$ cat config.mk
export PLATFORM = sky130hd
export DESIGN_NAME = epoch_seconds_calendar_convert
export DESIGN_NICKNAME = d
export VERILOG_FILES = /design/src/rtl/escc_pkg.sv /design/src/rtl/epoch_seconds_calendar_convert.sv
export SDC_FILE = /design/constraint.sdc
export NUM_CORES = 2
export LEC_CHECK = 0
export BUFFER_PORTS_ARGS = -buffer_cell sky130_fd_sc_hd__buf_2
export CAP_MARGIN = 20
export CELL_PAD_IN_SITES_DETAIL_PLACEMENT = 1
export CELL_PAD_IN_SITES_GLOBAL_PLACEMENT = 1
export CORE_ASPECT_RATIO = 0.8
export CORE_MARGIN = 3
export CORE_UTILIZATION = 25
export DETAILED_ROUTE_END_ITERATION = 6
export MAX_ROUTING_LAYER = met4
export PLACE_DENSITY = 0.53
export SYNTH_ARGS = -nofsm -noshare
export SYNTH_HDL_FRONTEND = slang
export SYNTH_SLANG_ARGS = --single-unit
$ cat constraint.sdc
create_clock -name clk -period 54.6 [get_ports clk]
set_input_delay 10.92 -clock clk [delete_from_list [all_inputs] [get_ports clk]]
set_output_delay 10.92 -clock clk [all_outputs]
set_load 0.02 [all_outputs]
$ cat src/rtl/escc_pkg.sv
// Shared types, constants and the month table for the epoch seconds calendar converter.
package escc_pkg;

  typedef enum logic {
    OP_ENCODE = 1'b0,
    OP_DECODE = 1'b1
  } op_t;

  typedef enum logic {
    STATUS_OK        = 1'b0,
    STATUS_BAD_MONTH = 1'b1
  } status_t;

  localparam int TDATA_W = 72;

  localparam logic [3:0]  MONTH_FIRST = 4'd1;
  localparam logic [3:0]  MONTH_FEB   = 4'd2;
  localparam logic [3:0]  MONTH_MAR   = 4'd3;
  localparam logic [3:0]  MONTH_LAST  = 4'd12;
  localparam logic [4:0]  LEAP_DAY    = 5'd29;
  localparam logic [11:0] EPOCH_YEAR  = 12'd1970;

  // 365 * 1970 + 492 + 1: removes the epoch year, the leap days through 1968
  // and the one-based day of month in a single constant.
  localparam logic [31:0] ENC_DAY_BIAS = 32'd719543;

  // Offset that lines day numbers up with the four-year leap cycle.
  localparam logic [15:0] QUAD_BIAS = 16'd671;

  // Reciprocals for exact division by constants: q = (x * M) >> S.
  localparam logic [30:0] RECIP15_S34   = 31'd1145324613; // x < 2^30
  localparam logic [25:0] RECIP15_S29   = 26'd35791395;   // x < 2^25
  localparam logic [18:0] RECIP3_S20    = 19'd349526;     // x < 2^18
  localparam logic [16:0] RECIP1461_S27 = 17'd91868;      // x < 2^16
  localparam logic [16:0] RECIP365_S25  = 17'd91930;      // x < 2^16

  // Days before the first of each month in a common year (index 0 is January).
  function automatic logic [8:0] cum_days(input logic [3:0] idx);
    logic [8:0] d;
    case (idx)
      4'd0:    d = 9'd0;
      4'd1:    d = 9'd31;
      4'd2:    d = 9'd59;
      4'd3:    d = 9'd90;
      4'd4:    d = 9'd120;
      4'd5:    d = 9'd151;
      4'd6:    d = 9'd181;
      4'd7:    d = 9'd212;
      4'd8:    d = 9'd243;
      4'd9:    d = 9'd273;
      4'd10:   d = 9'd304;
      4'd11:   d = 9'd334;
      default: d = 9'd0;
    endcase
    return d;
  endfunction

  typedef struct packed {
    op_t         op;
    logic        bad;
    logic [5:0]  t_lo;
    logic [26:0] q1;
    logic [31:0] acc;
    logic [4:0]  hour;
    logic [5:0]  minute;
    logic [5:0]  second;
  } s1_t;

  typedef struct packed {
    op_t         op;
    logic        bad;
    logic [5:0]  sec;
    logic [5:0]  q1_lo;
    logic [20:0] q2;
    logic [31:0] acc;
    logic [5:0]  minute;
    logic [5:0]  second;
  } s2_t;

  typedef struct packed {
    op_t         op;
    logic        bad;
    logic [5:0]  sec;
    logic [5:0]  min;
    logic [4:0]  q2_lo;
    logic [15:0] days;
    logic [31:0] acc;
    logic [5:0]  second;
  } s3_t;

  typedef struct packed {
    op_t         op;
    logic        bad;
    logic [5:0]  sec;
    logic [5:0]  min;
    logic [4:0]  hr;
    logic [15:0] days;
    logic [10:0] x_lo;
    logic [5:0]  quads;
    logic [31:0] acc;
  } s4_t;

  typedef struct packed {
    op_t         op;
    logic        bad;
    logic [5:0]  sec;
    logic [5:0]  min;
    logic [4:0]  hr;
    logic [15:0] rem;
    logic        qrem_nz;
    logic [31:0] acc;
  } s5_t;

  typedef struct packed {
    op_t         op;
    logic        bad;
    logic [5:0]  sec;
    logic [5:0]  min;
    logic [4:0]  hr;
    logic [8:0]  rem_lo;
    logic [7:0]  yq;
    logic        qrem_nz;
    logic [31:0] acc;
  } s6_t;

  typedef struct packed {
    op_t         op;
    logic        bad;
    logic [5:0]  sec;
    logic [5:0]  min;
    logic [4:0]  hr;
    logic [8:0]  ryear;
    logic [11:0] year;
    logic        qrem_nz;
    logic [31:0] acc;
  } s7_t;

  typedef struct packed {
    status_t     status;
    logic [31:0] seconds;
    logic [11:0] year;
    logic [3:0]  month;
    logic [4:0]  day;
    logic [4:0]  hour;
    logic [5:0]  minute;
    logic [5:0]  second;
  } res_t;

endpackage

$ cat src/rtl/epoch_seconds_calendar_convert.sv
// Pipelined converter between epoch seconds and calendar date and time of day.
//
// The block converts in both directions between seconds since 1970-01-01
// 00:00:00 and year, month, day, hour, minute and second, counting every
// fourth year as a leap year, so dates are right from 1970 through 2099.
// The input item arrives on the in_ stream: in_tuser selects the direction
// (0 encodes calendar fields to seconds, 1 decodes seconds to calendar
// fields) and in_tdata carries all fields of both directions. Each item
// gives exactly one result item on the out_ stream; out_tuser is the status
// flag, set when an encode sees a month outside 1 to 12. Fields that do not
// apply to the chosen direction come out as zero.
// The datapath is eight register stages, the last one being the output
// register; the reciprocal multipliers that divide by 60, 60, 24, 1461 and
// 365 are each followed by a register. One item is taken every cycle unless
// the output stalls. When out_tready is low with a result waiting,
// every stage holds and in_tready drops, so nothing is lost or repeated.
// A synchronous reset clears all stage valid bits; the block keeps no other
// state between items.
module epoch_seconds_calendar_convert (
  input  logic                        clk,
  input  logic                        rst_n,
  input  logic                        in_tvalid,
  output logic                        in_tready,
  // Lowest bit up: seconds_in[31:0], year_in[43:32], month_in[47:44],
  // day_in[52:48], hour_in[57:53], minute_in[63:58], second_in[69:64], zeros.
  input  logic [escc_pkg::TDATA_W-1:0] in_tdata,
  // op: 0 encodes, 1 decodes.
  input  logic                        in_tuser,
  output logic                        out_tvalid,
  input  logic                        out_tready,
  // Lowest bit up: seconds_out[31:0], year_out[43:32], month_out[47:44],
  // day_out[52:48], hour_out[57:53], minute_out[63:58], second_out[69:64], zeros.
  output logic [escc_pkg::TDATA_W-1:0] out_tdata,
  // status: 0 ok, 1 month out of range on encode.
  output logic                        out_tuser
);

  import escc_pkg::*;

  // One valid bit per stage; bit 7 belongs to the output register.
  logic [7:0] vld_r;
  logic [7:0] vld_nxt;
  logic       adv;

  s1_t  s1_r, s1_nxt;
  s2_t  s2_r, s2_nxt;
  s3_t  s3_r, s3_nxt;
  s4_t  s4_r, s4_nxt;
  s5_t  s5_r, s5_nxt;
  s6_t  s6_r, s6_nxt;
  s7_t  s7_r, s7_nxt;
  res_t res_r, res_nxt;

  // Encode input fields.
  logic [11:0] enc_year;
  logic [3:0]  enc_month;
  logic        enc_leap_adj;

  // Reciprocal products.
  logic [60:0] prod1;
  logic [50:0] prod2;
  logic [36:0] prod3;
  logic [15:0] quad_x;
  logic [32:0] prod4;
  logic [10:0] quad_rem;
  logic [32:0] prod6;

  // Month search.
  logic [3:0] dec_month;
  logic [8:0] dec_day9;
  logic [4:0] dec_day;

  // All stages move together; the pipe stalls only when the output register
  // holds a result that the receiver does not take.
  assign adv       = !vld_r[7] || out_tready;
  assign in_tready = adv;
  assign vld_nxt   = {vld_r[6:0], in_tvalid};

  always_ff @(posedge clk) begin
    if (!rst_n) begin
      vld_r <= '0;
    end else if (adv) begin
      vld_r <= vld_nxt;
    end
  end

  // Stage 1: divide seconds by 60 and form the encode day count.
  assign enc_year     = in_tdata[43:32];
  assign enc_month    = in_tdata[47:44];
  assign enc_leap_adj = (enc_month <= MONTH_FEB) && (enc_year[1:0] == 2'b00);
  assign prod1        = 61'(in_tdata[31:2]) * 61'(RECIP15_S34);

  always_comb begin
    s1_nxt.op     = op_t'(in_tuser);
    s1_nxt.bad    = !(enc_month inside {[MONTH_FIRST:MONTH_LAST]});
    s1_nxt.t_lo   = in_tdata[5:0];
    s1_nxt.q1     = prod1[60:34];
    s1_nxt.acc    = 32'(enc_year) * 32'd365 + 32'(enc_year[11:2])
                  + 32'(cum_days(4'(enc_month - 4'd1))) + 32'(in_tdata[52:48])
                  - ENC_DAY_BIAS - 32'(enc_leap_adj);
    s1_nxt.hour   = in_tdata[57:53];
    s1_nxt.minute = in_tdata[63:58];
    s1_nxt.second = in_tdata[69:64];
  end

  // Stage 2: seconds remainder, minutes divided by 60, days to hours.
  assign prod2 = 51'(s1_r.q1[26:2]) * 51'(RECIP15_S29);

  always_comb begin
    s2_nxt.op     = s1_r.op;
    s2_nxt.bad    = s1_r.bad;
    s2_nxt.sec    = 6'(s1_r.t_lo - 6'(s1_r.q1[5:0] * 6'd60));
    s2_nxt.q1_lo  = s1_r.q1[5:0];
    s2_nxt.q2     = prod2[49:29];
    s2_nxt.acc    = s1_r.acc * 32'd24 + 32'(s1_r.hour);
    s2_nxt.minute = s1_r.minute;
    s2_nxt.second = s1_r.second;
  end

  // Stage 3: minutes remainder, hours divided by 24, hours to minutes.
  assign prod3 = 37'(s2_r.q2[20:3]) * 37'(RECIP3_S20);

  always_comb begin
    s3_nxt.op     = s2_r.op;
    s3_nxt.bad    = s2_r.bad;
    s3_nxt.sec    = s2_r.sec;
    s3_nxt.min    = 6'(s2_r.q1_lo - 6'(s2_r.q2[5:0] * 6'd60));
    s3_nxt.q2_lo  = s2_r.q2[4:0];
    s3_nxt.days   = prod3[35:20];
    s3_nxt.acc    = s2_r.acc * 32'd60 + 32'(s2_r.minute);
    s3_nxt.second = s2_r.second;
  end

  // Stage 4: hours remainder, four-year cycles, minutes to seconds.
  assign quad_x = s3_r.days + QUAD_BIAS;
  assign prod4  = 33'(quad_x) * 33'(RECIP1461_S27);

  always_comb begin
    s4_nxt.op    = s3_r.op;
    s4_nxt.bad   = s3_r.bad;
    s4_nxt.sec   = s3_r.sec;
    s4_nxt.min   = s3_r.min;
    s4_nxt.hr    = 5'(s3_r.q2_lo - 5'(s3_r.days[4:0] * 5'd24));
    s4_nxt.days  = s3_r.days;
    s4_nxt.x_lo  = quad_x[10:0];
    s4_nxt.quads = prod4[32:27];
    s4_nxt.acc   = s3_r.acc * 32'd60 + 32'(s3_r.second);
  end

  // Stage 5: drop one day per four-year cycle and note where in that cycle the day is.
  assign quad_rem = 11'(s4_r.x_lo - 11'({5'b0, s4_r.quads} * 11'd1461));

  always_comb begin
    s5_nxt.op      = s4_r.op;
    s5_nxt.bad     = s4_r.bad;
    s5_nxt.sec     = s4_r.sec;
    s5_nxt.min     = s4_r.min;
    s5_nxt.hr      = s4_r.hr;
    s5_nxt.rem     = s4_r.days - 16'(s4_r.quads);
    s5_nxt.qrem_nz = (quad_rem != 11'd0);
    s5_nxt.acc     = s4_r.acc;
  end

  // Stage 6: whole 365-day years.
  assign prod6 = 33'(s5_r.rem) * 33'(RECIP365_S25);

  always_comb begin
    s6_nxt.op      = s5_r.op;
    s6_nxt.bad     = s5_r.bad;
    s6_nxt.sec     = s5_r.sec;
    s6_nxt.min     = s5_r.min;
    s6_nxt.hr      = s5_r.hr;
    s6_nxt.rem_lo  = s5_r.rem[8:0];
    s6_nxt.yq      = prod6[32:25];
    s6_nxt.qrem_nz = s5_r.qrem_nz;
    s6_nxt.acc     = s5_r.acc;
  end

  // Stage 7: day of year and calendar year.
  always_comb begin
    s7_nxt.op      = s6_r.op;
    s7_nxt.bad     = s6_r.bad;
    s7_nxt.sec     = s6_r.sec;
    s7_nxt.min     = s6_r.min;
    s7_nxt.hr      = s6_r.hr;
    s7_nxt.ryear   = 9'(s6_r.rem_lo - 9'({1'b0, s6_r.yq} * 9'd365));
    s7_nxt.year    = EPOCH_YEAR + 12'(s6_r.yq);
    s7_nxt.qrem_nz = s6_r.qrem_nz;
    s7_nxt.acc     = s6_r.acc;
  end

  // Stage 8: month lookup against the table, leap-day patch, result select.
  // The table rises, so the last month whose start is not past the day wins.
  always_comb begin
    dec_month = MONTH_FIRST;
    for (int k = 1; k < 12; k++) begin
      if (s7_r.ryear >= cum_days(4'(k))) begin
        dec_month = 4'(k + 1);
      end
    end
  end

  assign dec_day9 = 9'(s7_r.ryear - cum_days(4'(dec_month - 4'd1)) + 9'd1);
  assign dec_day  = dec_day9[4:0];

  always_comb begin
    res_nxt = '0;
    if (s7_r.op == OP_ENCODE) begin
      res_nxt.status  = s7_r.bad ? STATUS_BAD_MONTH : STATUS_OK;
      res_nxt.seconds = s7_r.bad ? 32'd0 : s7_r.acc;
    end else begin
      res_nxt.status = STATUS_OK;
      res_nxt.year   = s7_r.year;
      res_nxt.month  = dec_month;
      res_nxt.day    = dec_day;
      // March 1 of a leap year is really February 29, except on the first
      // day of a four-year cycle where the table arithmetic is already right.
      if (dec_month == MONTH_MAR && dec_day == 5'd1 && s7_r.year[1:0] == 2'b00 &&
          s7_r.qrem_nz) begin
        res_nxt.month = MONTH_FEB;
        res_nxt.day   = LEAP_DAY;
      end
      res_nxt.hour   = s7_r.hr;
      res_nxt.minute = s7_r.min;
      res_nxt.second = s7_r.sec;
    end
  end

  always_ff @(posedge clk) begin
    if (adv) begin
      s1_r  <= s1_nxt;
      s2_r  <= s2_nxt;
      s3_r  <= s3_nxt;
      s4_r  <= s4_nxt;
      s5_r  <= s5_nxt;
      s6_r  <= s6_nxt;
      s7_r  <= s7_nxt;
      res_r <= res_nxt;
    end
  end

  assign out_tvalid = vld_r[7];
  assign out_tuser  = res_r.status;
  assign out_tdata  = {2'b00, res_r.second, res_r.minute, res_r.hour, res_r.day,
                       res_r.month, res_r.year, res_r.seconds};

`ifndef SYNTHESIS
  // An accepted item always occupies the first stage on the next edge.
  a_accept_enters: assert property (@(posedge clk) disable iff (!rst_n)
    in_tvalid && in_tready |=> vld_r[0])
    else $error("accepted item did not enter the first stage");

  // Exact division: minute and second remainders stay below 60.
  a_min_sec_range: assert property (@(posedge clk) disable iff (!rst_n)
    vld_r[2] && s3_r.op == OP_DECODE |-> s3_r.sec < 6'd60 && s3_r.min < 6'd60)
    else $error("decoded minute or second out of range");

  // The day of year left after removing whole years is below 365.
  a_day_of_year: assert property (@(posedge clk) disable iff (!rst_n)
    vld_r[6] && s7_r.op == OP_DECODE |-> s7_r.ryear < 9'd365)
    else $error("day of year out of range");

  // A rejected month never carries a seconds value.
  a_bad_month_zero: assert property (@(posedge clk) disable iff (!rst_n)
    out_tvalid && out_tuser == STATUS_BAD_MONTH |-> out_tdata[31:0] == 32'd0)
    else $error("bad month result carries seconds");
`endif

endmodule
# ---- Word-level counts from Yosys, hierarchy flattened
# Memories as Yosys holds them, arrays and structs flattened.
# Cells that the tools add are included.
# Widths: inputs -> output; s select.
dict set report word_totals {
  word_cells 149
  reg_bits 609
  out_inout_bits 75
  ramBits 0
  latchBits 0
  input_bits 77
  mem_count 2
  romBits 288
}
dict set report classes {
  bitwise 1
  magnitude_cmp 14
  muxes 13
  shifts 0
  n_eq_ne 2
  n_div 0
  add_sub_neg 20
  mul 14
  n_reduce_logical 13
}
# memory depth width read_ports rd_clocked_by_memory_dff write_ports line
set mem_list {}
lappend mem_list {{(name not given)} 16 9 1 0 0 escc_pkg.sv:40} ;# case (idx)
lappend mem_list {{(name not given)} 16 9 1 0 0 escc_pkg.sv:40}
# operator count
set op_table {}
lappend op_table {{$add 32x6->32} 2}
lappend op_table {{$mul 32x4->30 const B} 2}
lappend op_table {{$mul 30x31->61 const B} 1}
lappend op_table {{$mul 25x26->50 const B} 1}
lappend op_table {{$mux 4} 10}
lappend op_table {{$ge 9x8->1 const B} 4}
lappend op_table {{$mul 18x18->35 const B} 1}
lappend op_table {{$add 32x5->32} 1}
lappend op_table {{$mul 16x16->32 const B} 1}
lappend op_table {{$mul 32x2->29 const B} 1}
lappend op_table {{$mul 16x15->31 const B} 1}
lappend op_table {{$ge 9x9->1 const B} 3}
lappend op_table {{$sub 25x2->26} 1}
lappend op_table {{$sub 24x20->25 const B} 1}
lappend op_table {{$add 23x5->24} 1}
lappend op_table {{$add 22x9->23} 1}
lappend op_table {{$add 21x10->22} 1}
lappend op_table {{$mul 12x9->21 const B} 1}
lappend op_table {{$ge 9x7->1 const B} 2}
lappend op_table {{$add 16x10->16 const B} 1}
lappend op_table {{$sub 16x6->16} 1}
lappend op_table {{$add 11x8->12 const A} 1}
lappend op_table {{$mul 6x4->4 const B} 2}
lappend op_table {{$sub 6x6->6} 2}
lappend op_table {{other kinds (25)} 34}

# ---- Logic depth before layout (Yosys ltp)
# An unclocked memory read counts as a cell.
dict set report logic_depth {
  depth_word 21
  depth_mapped 35
  depth_no_buf 35
}

# ---- Worst setup path after synthesis
# No wires, ideal clock.
dict set report synth_timing {
  path_kind {in2out}
  from {in out_tready}
  to {out in_tready}
  arrival_ps 22130
  n_path_buf 1
  slack_ps 21550
  stages 3
  required_ps 43680
  path_cell_list {nor2b_1 clkbuf_1 clkinv_1}
}
dict set report synth_between {
  elab_chain_cells 1
}
# element line
set synth_rtl {}
lappend synth_rtl {{from (decl)} epoch_seconds_calendar_convert.sv:30} ;# input logic out_tready,
lappend synth_rtl {{$logic_or 1x1->1} epoch_seconds_calendar_convert.sv:75} ;# assign adv = !vld_r[7] || out_tready;
lappend synth_rtl {{to (decl)} epoch_seconds_calendar_convert.sv:23} ;# output logic in_tready,
# No other way between the ends.

# ---- Worst setup path in the final report
# Ends and elaborated chain as after synthesis.

==> flow_metrics.tcl <==
set metrics [dict create \
    status "finished clean" \
    ys_warn_count 0 \
    clk_latency_ns 0.68 \
    path_depth 4 \
    ys_ff_latch 596 \
    crit_type "input port to primary output" \
    maxCapViolations 0 \
    vias_per_cell 4.25 \
    synth_largest_area_cell "edfxtp_1" \
    rows 163 \
    max_freq_mhz 42.8 \
    cts_resized 0 \
    numCtsBuffers 78 \
    tritoncts "done" \
    slowest_delay_ns 0.65 \
    clock_path_buffers 3 \
    port_buffers 147 \
    grt_pass1_vias 42700 \
    worstHoldEndpoint "s7_r[25]$_DFFE_PP_" \
    antenna_left 0 \
    nFillCells 27500 \
    die_w_um 566 \
    drtIter0Drc 1505 \
    drt-total-wl_um 144000 \
    cpMaxStageDelayCell "nor2b_1" \
    rsz0062_at_grt "no" \
    ys.flop_type "edfxtp_1" \
    slew-limit-headroom 0.374 \
    r2r_slack_ns 44.68 \
    fin_nets 7635 \
    area_delta_synth_final_pct 12.1 \
    end_kind "primary output" \
    synthTopCellsByArea "edfxtp_1 28%, ha_1 23%, fa_1 23%" \
    grt_max_degree 91 \
    initial_core_util 0.253 \
    whs_path_depth 0 \
    clkTransAtPathRegs_ns 0.06 \
    hold_violations 0 \
    die_h_um 454 \
    globalRouteOverflowTotal 0 \
    grt_pass1_wl_um 237000 \
    worstHoldPathType "register to register" \
    critical-path-top-delay-family "buffers and inverters" \
    period_needed_ns 23.36 \
    dp_hpwl_um 122000 \
    postCtsSetupBuffers 0 \
    drive_gt1_frac 0.0581 \
    drc 0 \
    crit_chain "buf_2 > nor2b_1 > inv_8 > buf_2" \
    h-tree-depth 3 \
    dr.pass1.iters 5 \
    cpMostUsedCell "buf_2" \
    clockRootBuffer "clkbuf_16" \
    crit_start "out_tready" \
    postCtsHoldBufs 0 \
    setup_tns_ns 0 \
    start_kind "input port" \
    crit_fanout 88 \
    slew_violations 0 \
    yosysUniqueCellTypes 80 \
    crit_buf_inv 3 \
    clock_sinks 596 \
    synth.yosys.seq_area_share 0.284 \
    finalCritPeriodShare 0.428 \
    grtUsageTotal 0.119 \
    min_from "s6_r[25]$_DFFE_PP_" \
    antenna_found_initial 25 \
    synth_edf_count 588 \
    arrival_ns 12.44 \
    avgSynthCellArea_um2 11.5 \
    syn_area_mm2 0.0628 \
    avgRoutedWirePerCell_um 16.0 \
    reg2reg_to "s4_r[34]$_DFFE_PP_" \
    r2r_start "s3_r[38]$_DFFE_PP_" \
    rr_worst_depth 30 \
    die-area_mm2 0.257 \
    worst_ep_required_time_ns 43.68 \
    skew_ns 0.0290 \
    netlist_instances 5454 \
    place_congestion 0.827 \
    core_mm2 0.248 \
    async_flop_share 0 \
    via_count 38400 \
    synth_top_cell_area_share 0.281 \
    tightest_slew_ns 0.939 \
    io-pin-count 152 \
    setup_violations 0 \
]
-- final cells by class --
| type | count | area (um^2) | share of cell area |
|---|---|---|---|
| diodes | 9 | 22.5 | 0.000320 |
| clock inverters | 55 | 657 | 0.00933 |
| well taps | 3300 | 4130 | 0.0587 |
| clock buffers | 86 | 2000 | 0.0285 |
| multi-input cells | 3662 | 40500 | 0.575 |
| inverters | 1165 | 4380 | 0.0622 |
| repair buffers | 169 | 918 | 0.0130 |
| flip-flops and latches | 596 | 17800 | 0.253 |
-- routing by layer --
layer,share of wire,vias up,track usage
met5,0,-,-
met4,0.015,0,0.0209
met3,0.029,125,0.0151
met2,0.43,311,0.179
met1,0.53,19200,0.171
li1,-,18800,-
-- worst max-delay path by stage --
stage	endpoint	slack [ns]
final	in_tready	31.24
after global routing	in_tready	31.12
after CTS	in_tready	31.23
after detailed placement	in_tready	31.25
after global placement	in_tready	31.22
after floorplan	in_tready	21.55
-- cells in the mapped netlist, types with 30 or more instances --
master,n
nand3_1,54
inv_1,1164
nand2_1,153
clkbuf_1,30
and2_1,77
nor3_1,50
fa_1,713
ha_1,1173
xor2_1,100
o21ai_0,125
o21a_1,39
edfxtp_1,588
a21o_1,133
xnor2_1,242
nand2b_1,33
nor2b_1,33
a21oi_1,167
nor2_1,171
-- flip-flops by register name (all words and copies together) (netlist names) --
register and flops:
s4_r 84, s1_r 77, s2_r 75, s7_r 73, s3_r 71, out_tdata 70, s6_r 69, s5_r 68
vld_r 8, out_tuser 1
-- placed cells by master, fill, tap and decap left out, types with 33 or more instances in the layout --
master and instances:
a21o_1 133, a21oi_1 167, and2_1 77, buf_2 148, clkbuf_16 79, edfxtp_1 588, fa_1 713, ha_1 1173
inv_1 1164, nand2_1 153, nand2b_1 33, nand3_1 54, nor2_1 170, nor2b_1 33, nor3_1 50, o21a_1 39
o21ai_0 125, xnor2_1 242, xor2_1 100
-- through the flow --
step / instance area [um^2] / hold slack [ns] / cells / utilization / setup slack, ns
final: 70400 / 0.415 / 9042 / 0.284 / 31.24
after global routing: 70400 / 0.417 / 9039 / 0.284 / 31.12
after CTS: 70300 / 0.413 / 9032 / 0.283 / 31.23
after detailed placement: 67700 / 0.405 / 8891 / 0.273 / 31.25
after global placement: 67700 / 0.401 / 8890 / 0.273 / 31.22
after floorplan: 62800 / 0.400 / 5455 / - / 21.55
-- cells by family after synthesis --
family / count (synthesis) / synth area share
compound gates: 693 / 0.0731
xor+xnor: 344 / 0.0484
fa+ha+maj: 1886 / 0.461
buf+inv: 1197 / 0.0717
flops: 596 / 0.284
mux: 9 / 0.00169
other cells: 1 / 0.0000597
simple gates: 728 / 0.0599
-- worst register-to-register path: cells and delay by family, from the launching register on --
kind / cells / cell delay, ns
AO/OA/AOI/OAI: 9 / 2.76
XOR/XNOR: 1 / 0.26
adder cells (fa/ha/maj): 8 / 3.68
buffers and inverters: 9 / 1.24
AND/OR/NAND/NOR: 3 / 1.17
flip-flops: 1 / 0.57
Power is left out: the tool's default activity adds up to more than one toggle a clock period on the data nets, which glitch-free logic cannot reach.
